`src/rtl/gsfd_pkg.sv`:
```
package gsfd_pkg;

   localparam int unsigned POS_W = 5;

   // long line position that flags an attached keypad
   localparam logic [POS_W-1:0] KEYPAD_BIT = 5'd13;

   typedef struct packed {
      logic [11:0] short_buttons;
      logic [3:0]  short_directions;
      logic [23:0] long_buttons;
      logic [3:0]  long_directions;
      logic        keypad_present;
   } result_type;

   // long pad button masks, one per bit position
   localparam logic [23:0] LONG_BTN_MASK [32] = '{
      24'h000001, 24'h000004, 24'h000040, 24'h000080,
      24'h000000, 24'h000000, 24'h000000, 24'h000000,
      24'h000002, 24'h000008, 24'h000010, 24'h000020,
      24'h000000, 24'h000000, 24'h000000, 24'h000000,
      24'h000100, 24'h000200, 24'h000400, 24'h000800,
      24'h001000, 24'h002000, 24'h004000, 24'h008000,
      24'h010000, 24'h020000, 24'h040000, 24'h080000,
      24'h100000, 24'h200000, 24'h000000, 24'h800000
   };

   function automatic logic [11:0] mat_lower_mask(input logic [2:0] pos);
      logic [11:0] m;
      case (pos)
         3'd0:    m = 12'h008;
         3'd1:    m = 12'h004;
         3'd2:    m = 12'h800;
         3'd3:    m = 12'h080;
         default: m = 12'h000;
      endcase
      return m;
   endfunction

   function automatic logic [11:0] mat_middle_mask(input logic [2:0] pos);
      logic [11:0] m;
      case (pos)
         3'd0:    m = 12'h002;
         3'd1:    m = 12'h001;
         3'd2:    m = 12'h010;
         3'd3:    m = 12'h100;
         3'd4:    m = 12'h020;
         3'd5:    m = 12'h200;
         3'd6:    m = 12'h400;
         3'd7:    m = 12'h040;
         default: m = 12'h000;
      endcase
      return m;
   endfunction

   function automatic logic [11:0] short_btn_mask(input logic [2:0] pos);
      logic [11:0] m;
      case (pos)
         3'd0:    m = 12'h002;
         3'd1:    m = 12'h001;
         3'd2:    m = 12'h040;
         3'd3:    m = 12'h080;
         default: m = 12'h000;
      endcase
      return m;
   endfunction

endpackage

```
`src/rtl/gamepad_shift_frame_decoder_top.sv`:
```
// Serial game-pad frame decoder. Each accepted req word is one shift-clock
// sample of four active-low lines (two dance mat lines, the 8-bit pad line
// and the 16/32-bit pad line). req_frame_start marks bit 0 after a latch and
// clears the accumulators; samples outside a frame are dropped. A low level
// ORs fixed per-position masks into button and direction words. The frame
// closes after bit 13, or after bit FULL_FRAME_BITS-1 when the long line was
// low at bit 13 (keypad attached), and one rsp word carries the result.
// Rate: one sample per cycle while req_stall is low; the mask/OR update of the
// accumulators is a single level of logic from the sample to the state
// registers. The result sits in an output register backed by one skid
// register, so req_stall rises only when both hold an unread frame.
module gamepad_shift_frame_decoder_top
   import gsfd_pkg::*;
#(
   parameter int unsigned FULL_FRAME_BITS = 32
) (
   input  logic        clock,
   input  logic        reset,
   input  logic        req_valid,
   output logic        req_stall,
   input  logic        req_frame_start,
   input  logic        req_mat_lower_level,
   input  logic        req_mat_middle_level,
   input  logic        req_short_pad_level,
   input  logic        req_long_pad_level,
   output logic        rsp_valid,
   input  logic        rsp_stall,
   output logic [11:0] rsp_short_buttons,
   output logic [3:0]  rsp_short_directions,
   output logic [23:0] rsp_long_buttons,
   output logic [3:0]  rsp_long_directions,
   output logic        rsp_keypad_present
);

   // last bit position of a frame with the keypad attached
   localparam logic [POS_W-1:0] LAST_POS = POS_W'(FULL_FRAME_BITS - 1);

   // frame state
   logic [POS_W-1:0] bit_position_ff, bit_position_in;
   logic             frame_active_ff, frame_active_in;
   logic             keypad_seen_ff, keypad_seen_in;
   logic [11:0]      short_button_acc_ff, short_button_acc_in;
   logic [3:0]       short_direction_acc_ff, short_direction_acc_in;
   logic [23:0]      long_button_acc_ff, long_button_acc_in;
   logic [3:0]       long_direction_acc_ff, long_direction_acc_in;

   // output register and skid register
   logic       rsp_valid_ff, rsp_valid_in;
   result_type rsp_data_ff, rsp_data_in;
   logic       skid_valid_ff, skid_valid_in;
   result_type skid_data_ff, skid_data_in;

   logic             accept;
   logic             active;
   logic [POS_W-1:0] pos;
   logic [3:0]       dir_bit;
   logic             frame_done;
   result_type       new_result;
   logic             new_valid;
   logic             take;

   assign req_stall = skid_valid_ff;
   assign accept    = req_valid && !req_stall;
   assign take      = rsp_valid_ff && !rsp_stall;

   // sample decode and accumulate
   always_comb begin
      logic [11:0] sbtn;
      logic [3:0]  sdir;
      logic [23:0] lbtn;
      logic [3:0]  ldir;
      logic        kpad;

      active  = req_frame_start || frame_active_ff;
      pos     = req_frame_start ? '0 : bit_position_ff;
      sbtn    = req_frame_start ? '0 : short_button_acc_ff;
      sdir    = req_frame_start ? '0 : short_direction_acc_ff;
      lbtn    = req_frame_start ? '0 : long_button_acc_ff;
      ldir    = req_frame_start ? '0 : long_direction_acc_ff;
      kpad    = req_frame_start ? 1'b0 : keypad_seen_ff;
      dir_bit = 4'b0001 << pos[1:0];

      // short and mat lines only count in bits 0..7
      if (pos < POS_W'(8)) begin
         if (!req_mat_lower_level) begin
            sbtn = sbtn | mat_lower_mask(pos[2:0]);
         end
         if (!req_mat_middle_level) begin
            sbtn = sbtn | mat_middle_mask(pos[2:0]);
         end
         if (!req_short_pad_level) begin
            if (pos[2]) begin
               sdir = sdir | dir_bit;
            end else begin
               sbtn = sbtn | short_btn_mask(pos[2:0]);
            end
         end
      end

      if (!req_long_pad_level) begin
         if (pos == KEYPAD_BIT) begin
            kpad = 1'b1;
         end
         if (pos[4:2] == 3'b001) begin
            ldir = ldir | dir_bit;
         end else begin
            lbtn = lbtn | LONG_BTN_MASK[pos];
         end
      end

      frame_done = kpad ? (pos >= LAST_POS) : (pos >= KEYPAD_BIT);

      bit_position_in        = bit_position_ff;
      frame_active_in        = frame_active_ff;
      keypad_seen_in         = keypad_seen_ff;
      short_button_acc_in    = short_button_acc_ff;
      short_direction_acc_in = short_direction_acc_ff;
      long_button_acc_in     = long_button_acc_ff;
      long_direction_acc_in  = long_direction_acc_ff;
      new_valid              = 1'b0;

      if (accept && active) begin
         keypad_seen_in         = kpad;
         short_button_acc_in    = sbtn;
         short_direction_acc_in = sdir;
         long_button_acc_in     = lbtn;
         long_direction_acc_in  = ldir;
         if (frame_done) begin
            bit_position_in = '0;
            frame_active_in = 1'b0;
            new_valid       = 1'b1;
         end else begin
            bit_position_in = pos + POS_W'(1);
            frame_active_in = 1'b1;
         end
      end

      new_result.short_buttons    = sbtn;
      new_result.short_directions = sdir;
      new_result.long_buttons     = lbtn;
      new_result.long_directions  = ldir;
      new_result.keypad_present   = kpad;
   end

   // output register with skid
   always_comb begin
      rsp_valid_in  = rsp_valid_ff;
      rsp_data_in   = rsp_data_ff;
      skid_valid_in = skid_valid_ff;
      skid_data_in  = skid_data_ff;
      if (skid_valid_ff) begin
         // no accept possible here: req is stalled
         if (take) begin
            rsp_data_in   = skid_data_ff;
            skid_valid_in = 1'b0;
         end
      end else if (new_valid) begin
         if (!rsp_valid_ff || take) begin
            rsp_valid_in = 1'b1;
            rsp_data_in  = new_result;
         end else begin
            skid_valid_in = 1'b1;
            skid_data_in  = new_result;
         end
      end else if (take) begin
         rsp_valid_in = 1'b0;
      end
   end

   always_ff @(posedge clock) begin
      if (reset) begin
         bit_position_ff        <= '0;
         frame_active_ff        <= 1'b0;
         keypad_seen_ff         <= 1'b0;
         short_button_acc_ff    <= '0;
         short_direction_acc_ff <= '0;
         long_button_acc_ff     <= '0;
         long_direction_acc_ff  <= '0;
         rsp_valid_ff           <= 1'b0;
         skid_valid_ff          <= 1'b0;
      end else begin
         bit_position_ff        <= bit_position_in;
         frame_active_ff        <= frame_active_in;
         keypad_seen_ff         <= keypad_seen_in;
         short_button_acc_ff    <= short_button_acc_in;
         short_direction_acc_ff <= short_direction_acc_in;
         long_button_acc_ff     <= long_button_acc_in;
         long_direction_acc_ff  <= long_direction_acc_in;
         rsp_valid_ff           <= rsp_valid_in;
         skid_valid_ff          <= skid_valid_in;
      end
   end

   always_ff @(posedge clock) begin
      rsp_data_ff  <= rsp_data_in;
      skid_data_ff <= skid_data_in;
   end

   assign rsp_valid            = rsp_valid_ff;
   assign rsp_short_buttons    = rsp_data_ff.short_buttons;
   assign rsp_short_directions = rsp_data_ff.short_directions;
   assign rsp_long_buttons     = rsp_data_ff.long_buttons;
   assign rsp_long_directions  = rsp_data_ff.long_directions;
   assign rsp_keypad_present   = rsp_data_ff.keypad_present;

   // skid only fills behind a held output word
   a_skid_behind_rsp: assert property (@(posedge clock) disable iff (reset)
      skid_valid_ff |-> rsp_valid_ff)
      else $error("skid word without output word");

   // idle decoder parks at bit 0
   a_idle_pos: assert property (@(posedge clock) disable iff (reset)
      !frame_active_ff |-> bit_position_ff == '0)
      else $error("bit position not cleared when idle");

   // keypad flag set only once bit 13 has passed
   a_keypad_pos: assert property (@(posedge clock) disable iff (reset)
      (frame_active_ff && keypad_seen_ff) |-> bit_position_ff > KEYPAD_BIT)
      else $error("keypad flag before bit 13");

   // short frame never runs past bit 13
   a_short_frame: assert property (@(posedge clock) disable iff (reset)
      (frame_active_ff && !keypad_seen_ff) |-> bit_position_ff <= KEYPAD_BIT)
      else $error("frame without keypad ran past bit 13");

endmodule

```
`config.mk`:
```
export PLATFORM = sky130hd
export DESIGN_NAME = gamepad_shift_frame_decoder_top
export DESIGN_NICKNAME = d
export VERILOG_FILES = /design/src/rtl/gsfd_pkg.sv /design/src/rtl/gamepad_shift_frame_decoder_top.sv
export SDC_FILE = /design/constraint.sdc
export NUM_CORES = 1
export LEC_CHECK = 0
export ABC_AREA = 1
export BUFFER_PORTS_ARGS = -buffer_cell sky130_fd_sc_hd__buf_2
export CAP_MARGIN = 20
export CORE_AREA = 10 10 146 148
export DETAILED_ROUTE_END_ITERATION = 7
export DIE_AREA = 0 0 156 158
export SLEW_MARGIN = 20
export SYNTH_ARGS = -nofsm -noshare
export SYNTH_HDL_FRONTEND = slang
export SYNTH_SLANG_ARGS = --single-unit
```
`constraint.sdc`:
```
create_clock -name clock -period 5.46 [get_ports clock]
set_clock_uncertainty 0.15 [all_clocks]
set_input_delay 1.092 -clock clock [delete_from_list [all_inputs] [get_ports clock]]
set_output_delay 1.092 -clock clock [all_outputs]
set_load 0.1 [all_outputs]
```
Yosys cells after proc, flatten, opt, wreduce, memory -nomap -nowiden:

Memories as Yosys holds them, arrays and structs flattened.
Cells that the tools add are included.

* flip-flop bits (word level): 143
* ROM bits: 832
* logic and storage cells: 107
* memories kept: 2

* add/subtract/negate cells: 1
* $lt $le $gt $ge: 4
* eq/ne operators: 7
* shift operators: 1
* mux-type cells: 49
* bitwise logic cells: 9
* reduce and logical (&&, ||, !) cells: 15

Memories
* (no name shown): words 32, width 24, read ports 1, clocked after memory_dff 0, wr ports 0, RTL line gamepad_shift_frame_decoder_top.sv:107 `lbtn = lbtn | LONG_BTN_MASK[pos];`
* (no name shown): words 8, width 8, read ports 1, clocked after memory_dff 0, wr ports 0, RTL line gsfd_pkg.sv:42 `case (pos)`

Operator list (number)
* 12-bit two-way mux: 15
* 45-bit two-way mux: 4
* 24-bit two-way mux: 5
* 12-bit one-hot mux with 4 select lines: 1
* 12-bit bitwise OR: 3
* 8-bit one-hot mux with 4 select lines: 1
* 4-bit two-way mux: 7
* 24-bit bitwise OR: 1
* 1-bit two-way mux: 14
* 5-bit two-way mux: 2
* 3-bit AND reduction: 3
* 4-bit bitwise OR: 2
* 3-bit by 1-bit equality test with 1-bit output (second input constant): 2
* 3-bit by 2-bit equality test with 1-bit output (second input constant): 2
* 6-bit greater-or-equal comparator (second input constant): 1
* 5-bit NOT with 6-bit output: 1
* 2-bit nonzero test: 3
* 5-bit by 1-bit adder with 5-bit output (second input constant): 1
* 5-bit by 4-bit equality test with 1-bit output (second input constant): 1
* 5-bit by 4-bit greater-or-equal comparator with 1-bit output (second input constant): 1
* 5-bit greater-or-equal comparator (second input constant): 1
* 5-bit by 4-bit < comparator with 1-bit output (second input constant): 1
* 2-bit by 1-bit != test with 1-bit output (second input constant): 2
* 1-bit by 2-bit left shift with 4-bit output (first input constant): 1
* other kinds (5): 11

Longest topological paths before layout:

* word-level depth: 18
* mapped depth: 11
* depth with buffers taken out: 11

Worst setup path before layout:

OpenSTA, ideal clock, no wires.

* kind: input -> register
* start point: in req_frame_start
* end point: reg rsp_data_ff, in the netlist rsp_keypad_present, enable pin
* library setup time: 0.462 ns
* arrival time: 4.011 ns
* required time: 4.848 ns
* path slack: 0.837 ns
* cell stages on the path: 8
* cell sequence: buf_4 -> nor2_4 -> nor2_2 -> nand2_1 -> nand2_1 -> nand2_1 -> nand3_1 -> a21oi_1

RTL lines
* start, declared: RTL line gamepad_shift_frame_decoder_top.sv:21 `input logic req_frame_start,`
* end signal, assigned: RTL line gamepad_shift_frame_decoder_top.sv:195 `rsp_data_ff <= rsp_data_in;`
* end, declared: RTL line gamepad_shift_frame_decoder_top.sv:49 `result_type rsp_data_ff, rsp_data_in;`

Worst setup path in the final report:

* start point: in req_frame_start
* end point: reg rsp_data_ff, in the netlist rsp_long_buttons[8], enable pin

* longest elaborated chain between the ends: 9

RTL lines
* 5-bit two-way mux: RTL line gamepad_shift_frame_decoder_top.sv:75 `pos = req_frame_start ? '0 : bit_position_ff;`
* 5-bit by 4-bit equality test with 1-bit output: RTL line gamepad_shift_frame_decoder_top.sv:101 `if (pos == KEYPAD_BIT) begin`
* 1-bit two-way mux: RTL line gamepad_shift_frame_decoder_top.sv:101
* 1-bit two-way mux: RTL line gamepad_shift_frame_decoder_top.sv:100 `if (!req_long_pad_level) begin`
* 1-bit two-way mux: RTL line gamepad_shift_frame_decoder_top.sv:111 `frame_done = kpad ? (pos >= LAST_POS) : (pos >= KEYPAD_BIT);`
* 1-bit two-way mux: RTL line gamepad_shift_frame_decoder_top.sv:128 `if (frame_done) begin`
* 1-bit two-way mux *: RTL line gamepad_shift_frame_decoder_top.sv:122 `if (accept && active) begin`
* 2-bit nonzero test (no source line) *
* 3-bit AND reduction (no source line) *

Every way passes the cells marked *; elsewhere a longest branch is shown, timed or not.
A chain may end at the register's enable or synchronous reset.

==> impl.org <==
** Worst setup path
- Maximum single-stage delay on the critical path :: 580 ps
- At the worst endpoint, the arrival time is 3420 ps.
- Along the worst path, the maximum fanout reaches 45.
- The critical path is of the in -> reg type.
- Req. time, crit path :: 5350 ps
- Library cell appearing most often on the critical path :: sky130_fd_sc_hd__buf_4
- Among all stages on the critical path, the largest delay is contributed by sky130_fd_sc_hd__buf_2.
- The cell family contributing the most delay on the critical path is buffers and inverters.
- STA classifies the critical path endpoint as a flip-flop.
- Buffering stage count on the worst path with inverters included :: 3
- Type of origin of the critical path :: input port
- Chain of cells forming the critical path :: buf_2 > buf_4 > nor2_4 > nor2_2 > a21oi_2 > nand2_1 > nand3_1 > a21oi_4 > buf_4

** Power
- Leakage power total :: 3.121 nW
- IR analysis of the VDD net gives a maximum drop of 0.0002102 V.
- Areal power density over the cells :: 331.9 nW/um2

** STA
- Fmax :: 282.7 MHz
- In the post-route analysis, the smallest setup slack over all paths is 1922 ps.
- Tightest slew margin relative to the limit :: 0.3283
- The final count of pins violating max slew came to 0.
- For the pin with the worst max-slew slack, the measured transition is 1007 ps.
- Crit path time final :: 3538 ps
- RSZ-0062 raised after global routing :: no
- Final hold slack :: 354.9 ps
- Final number of setup-violating endpoints :: 0
- Dividing the final minimum period by the clock period gives 0.6479.
- The count of endpoints failing hold in the final timing report was 0.
- Post-Route Setup TNS :: 0 ps

** Logic synthesis
- Among all flip-flop cells after synthesis, the most frequent one is sky130_fd_sc_hd__edfxtp_1.
- Largest family of logic cells by synthesized area :: simple AND/OR/NAND/NOR gates
- EDFF count, synth :: 90
- Summing every instance area after synthesis gives 6289 um2.
- When the netlist entered floorplanning its net count stood at 675.
- The Yosys step of the flow raised 0 warnings.
- Of the synthesized area, sequential elements account for 0.5985.
- Proportion of synthesized area in mux cells :: 0
- Post-synthesis compound-gate area fraction :: 0.1494
- The netlist uses 31 different library cells.
- Xor and xnor fraction of the mapped netlist area :: 0
- Proportion of synthesized flip-flops having asynchronous set or reset :: 0
- Fraction of the mapped netlist area in simple logic gates :: 0.1554
- Gate count after technology mapping :: 664
- After synthesis the netlist holds a flip-flop and latch count of 143.
- Adder-Cell Fraction of Synth Area :: 0.003979
- Dividing the synthesized area by the synthesized cell count gives 9.471 um2.

** Route
- Detailed-routed wire length on met2 :: 6247 um
- Wire length per cell after detailed routing :: 14.22 um
- After detailed routing, the total wire length is 13620 um.
- The first detailed-routing pass took 4 iterations.
- After detailed routing, the number of remaining DRC violations is 0.
- For this block, wires on met1 add up to 6814 um.
- For this block, the initial DRC count from the detailed router was 421.
- Vias per Instance :: 4.577
- Highest routing layer actually used :: met4
- In this run the remaining antenna-violating nets after routing total 0.
- Total number of vias :: 4385
- Met3 wire length :: 409 um

** Clock tree
- The clock net in this run drives a total of 143 sinks.
- Post-CTS repair changed the size of 0 cells.
- Clock Latency Late Sink :: 410 ps
- No sink is reached through more buffers than the 2 on the longest clock path.
- Maximum level of the CTS H-tree :: 4
- In this run, post-CTS hold repair placed 0 buffers.
- TritonCTS created 17 clock buffers.
- Root buffer cell :: sky130_fd_sc_hd__clkbuf_16
- CTS clock-pin slew for the worst setup and hold paths :: 60 ps
- TritonCTS built the clock tree.
- Post-CTS setup buffer count :: 0

** Floorplanning
- Die Width :: 156 um
- The floorplan has 50 rows.
- The region available for standard cell placement spans 18460 um2.
- Initial Utilization :: 0.3407
- The die covers 24650 um2.
- Number of primary I/O pins :: 56
- Floorplan die height :: 158 um

** GRT
- Global-route congestion overflow total :: 0
- Entering global routing, the biggest net connects 91 pins.
- The number of antenna violations at the first check in global routing came to 0.
- Total GRT Usage :: 0.1124
- The first global-routing pass estimated 21980 um of wire.
- The via count of the first global-routing pass is 4130.

** Status
- Run status :: finished clean

** Cells and area
- Share of layout cells above drive strength 1 :: 0.1920
- Util after Layout :: 0.3976
- The area growth from synthesis to layout is 16.67%.
- Fill cells in the final layout number 1805.
- Antenna Diode Count :: 0
- The final layout contains 722 nets.
- Once layout is done, the placed cells without fillers occupy 7337 um2.

** Place
- The congestion estimate from routability-driven global placement came to 0.8633.
- Detailed placer's ending HPWL :: 9186 um
- In this run the cell area measured after placement is 6779 um2.
- Worst slack at placement :: 1509 ps
- During placement, the flow inserted port buffers numbering 55.

** Hold path
- Hold/Removal Path Class :: reg -> reg

** Flow run
- Number of max-capacitance violations reported :: 0
final timing paths:
| check | start | endpoint | slack (ps) | cells past startpoint |
|---|---|---|---|---|
| max | req_frame_start | rsp_long_buttons[8]$_DFFE_PP_ | 1920 | 9 |
| min | frame_active_ff$_SDFFE_PP0P_ | frame_active_ff$_SDFFE_PP0P_ | 350 | 2 |
| max reg2reg | req_stall$_SDFF_PP0_ | rsp_long_buttons[8]$_DFFE_PP_ | 2490 | 8 |
| min reg2reg | frame_active_ff$_SDFFE_PP0P_ | frame_active_ff$_SDFFE_PP0P_ | 350 | 2 |
per-layer routing:
metal,track usage,vias up
met5,0,-
met4,0.04856,0
met3,0.02252,6
met2,0.1751,78
met1,0.1486,2016
li1,-,2285
logic make-up (layout without fill, tap and decap cells):
group | count (synthesis) | after routing
compound gates | 148 | 148
simple gates | 220 | 220
fa+ha+maj | 2 | 2
buf+inv | 151 | 211
flops | 143 | 143
worst register-to-register path: stages, from the launching register on:
cell and delay, ps:
sky130_fd_sc_hd__dfxtp_1 310, sky130_fd_sc_hd__inv_2 550, sky130_fd_sc_hd__nand2_1 210, sky130_fd_sc_hd__inv_1 150
sky130_fd_sc_hd__o21ai_4 60, sky130_fd_sc_hd__inv_1 270, sky130_fd_sc_hd__nand3_1 200, sky130_fd_sc_hd__a21oi_4 150
sky130_fd_sc_hd__buf_4 470
stage by stage:
step | instances | power [mW]
global placement | 926 | 1.380
CTS | 958 | 2.461
global route | 958 | 2.533
floorplan | 664 | 1.347
detailed placement | 926 | 1.384
finish | 958 | 2.435
cells in the final DEF, fill, tap and decap left out, types with 7 or more instances in the layout:
| cell | count |
|---|---|
| sky130_fd_sc_hd__a21oi_1 | 50 |
| sky130_fd_sc_hd__inv_1 | 113 |
| sky130_fd_sc_hd__clkbuf_16 | 17 |
| sky130_fd_sc_hd__o21ai_0 | 32 |
| sky130_fd_sc_hd__nand4_1 | 8 |
| sky130_fd_sc_hd__o21ai_1 | 21 |
| sky130_fd_sc_hd__nor2_1 | 19 |
| sky130_fd_sc_hd__o22ai_1 | 14 |
| sky130_fd_sc_hd__dfxtp_1 | 53 |
| sky130_fd_sc_hd__o21ai_2 | 7 |
| sky130_fd_sc_hd__o22ai_2 | 19 |
| sky130_fd_sc_hd__edfxtp_1 | 90 |
| sky130_fd_sc_hd__nand3_1 | 13 |
| sky130_fd_sc_hd__buf_2 | 55 |
| sky130_fd_sc_hd__nand2_1 | 163 |
report_power, final:
part | switching (mW) | total [mW] | internal [mW] | leakage, nW
Clock | 0.433 | 1.07 | 0.642 | 0.256
Combinational | 0.129 | 0.176 | 0.0476 | 1.61
Sequential | 0.00796 | 1.18 | 1.18 | 1.25
Total | 0.570 | 2.44 | 1.87 | 3.12
registers in the layout, indices dropped and copies added (netlist names):
name and cells:
rsp_short_buttons 12, rsp_keypad_present 1, short_button_acc_ff 12, rsp_short_directions 4, bit_position_ff 5, req_stall 1
keypad_seen_ff 1, rsp_long_directions 4, short_direction_acc_ff 4, long_direction_acc_ff 4, skid_data_ff 45, long_button_acc_ff 24
rsp_long_buttons 24, rsp_valid 1, frame_active_ff 1
cell type report:
class / count / area [um2] / share of cell area
multi-input combinational: 370 / 1961 / 0.2672
sequential: 143 / 3764 / 0.5130
clock buffer: 21 / 450.4 / 0.06139
clock inverter: 11 / 107.6 / 0.01467
inverter: 119 / 449.2 / 0.06122
tap: 234 / 292.8 / 0.03990
timing repair buffer: 60 / 312.8 / 0.04263
Yosys cell counts, types with 8 or more instances:
cell / count / area [um2]
sky130_fd_sc_hd__o22ai_2: 19 / 237.7
sky130_fd_sc_hd__o21ai_0: 32 / 160.2
sky130_fd_sc_hd__o21ai_1: 21 / 105.1
sky130_fd_sc_hd__nor2_1: 19 / 71.32
sky130_fd_sc_hd__o22ai_1: 14 / 87.58
sky130_fd_sc_hd__a21oi_1: 51 / 255.2
sky130_fd_sc_hd__inv_1: 113 / 424.2
sky130_fd_sc_hd__edfxtp_1: 90 / 2703
sky130_fd_sc_hd__o21ai_2: 8 / 70.07
sky130_fd_sc_hd__nand4_1: 8 / 50.05
sky130_fd_sc_hd__dfxtp_1: 53 / 1061
sky130_fd_sc_hd__buf_2: 8 / 40.04
sky130_fd_sc_hd__nand2_1: 163 / 611.8
sky130_fd_sc_hd__clkbuf_1: 18 / 67.56
sky130_fd_sc_hd__nand3_1: 13 / 65.06
Power figures use the tool's default switching activity.
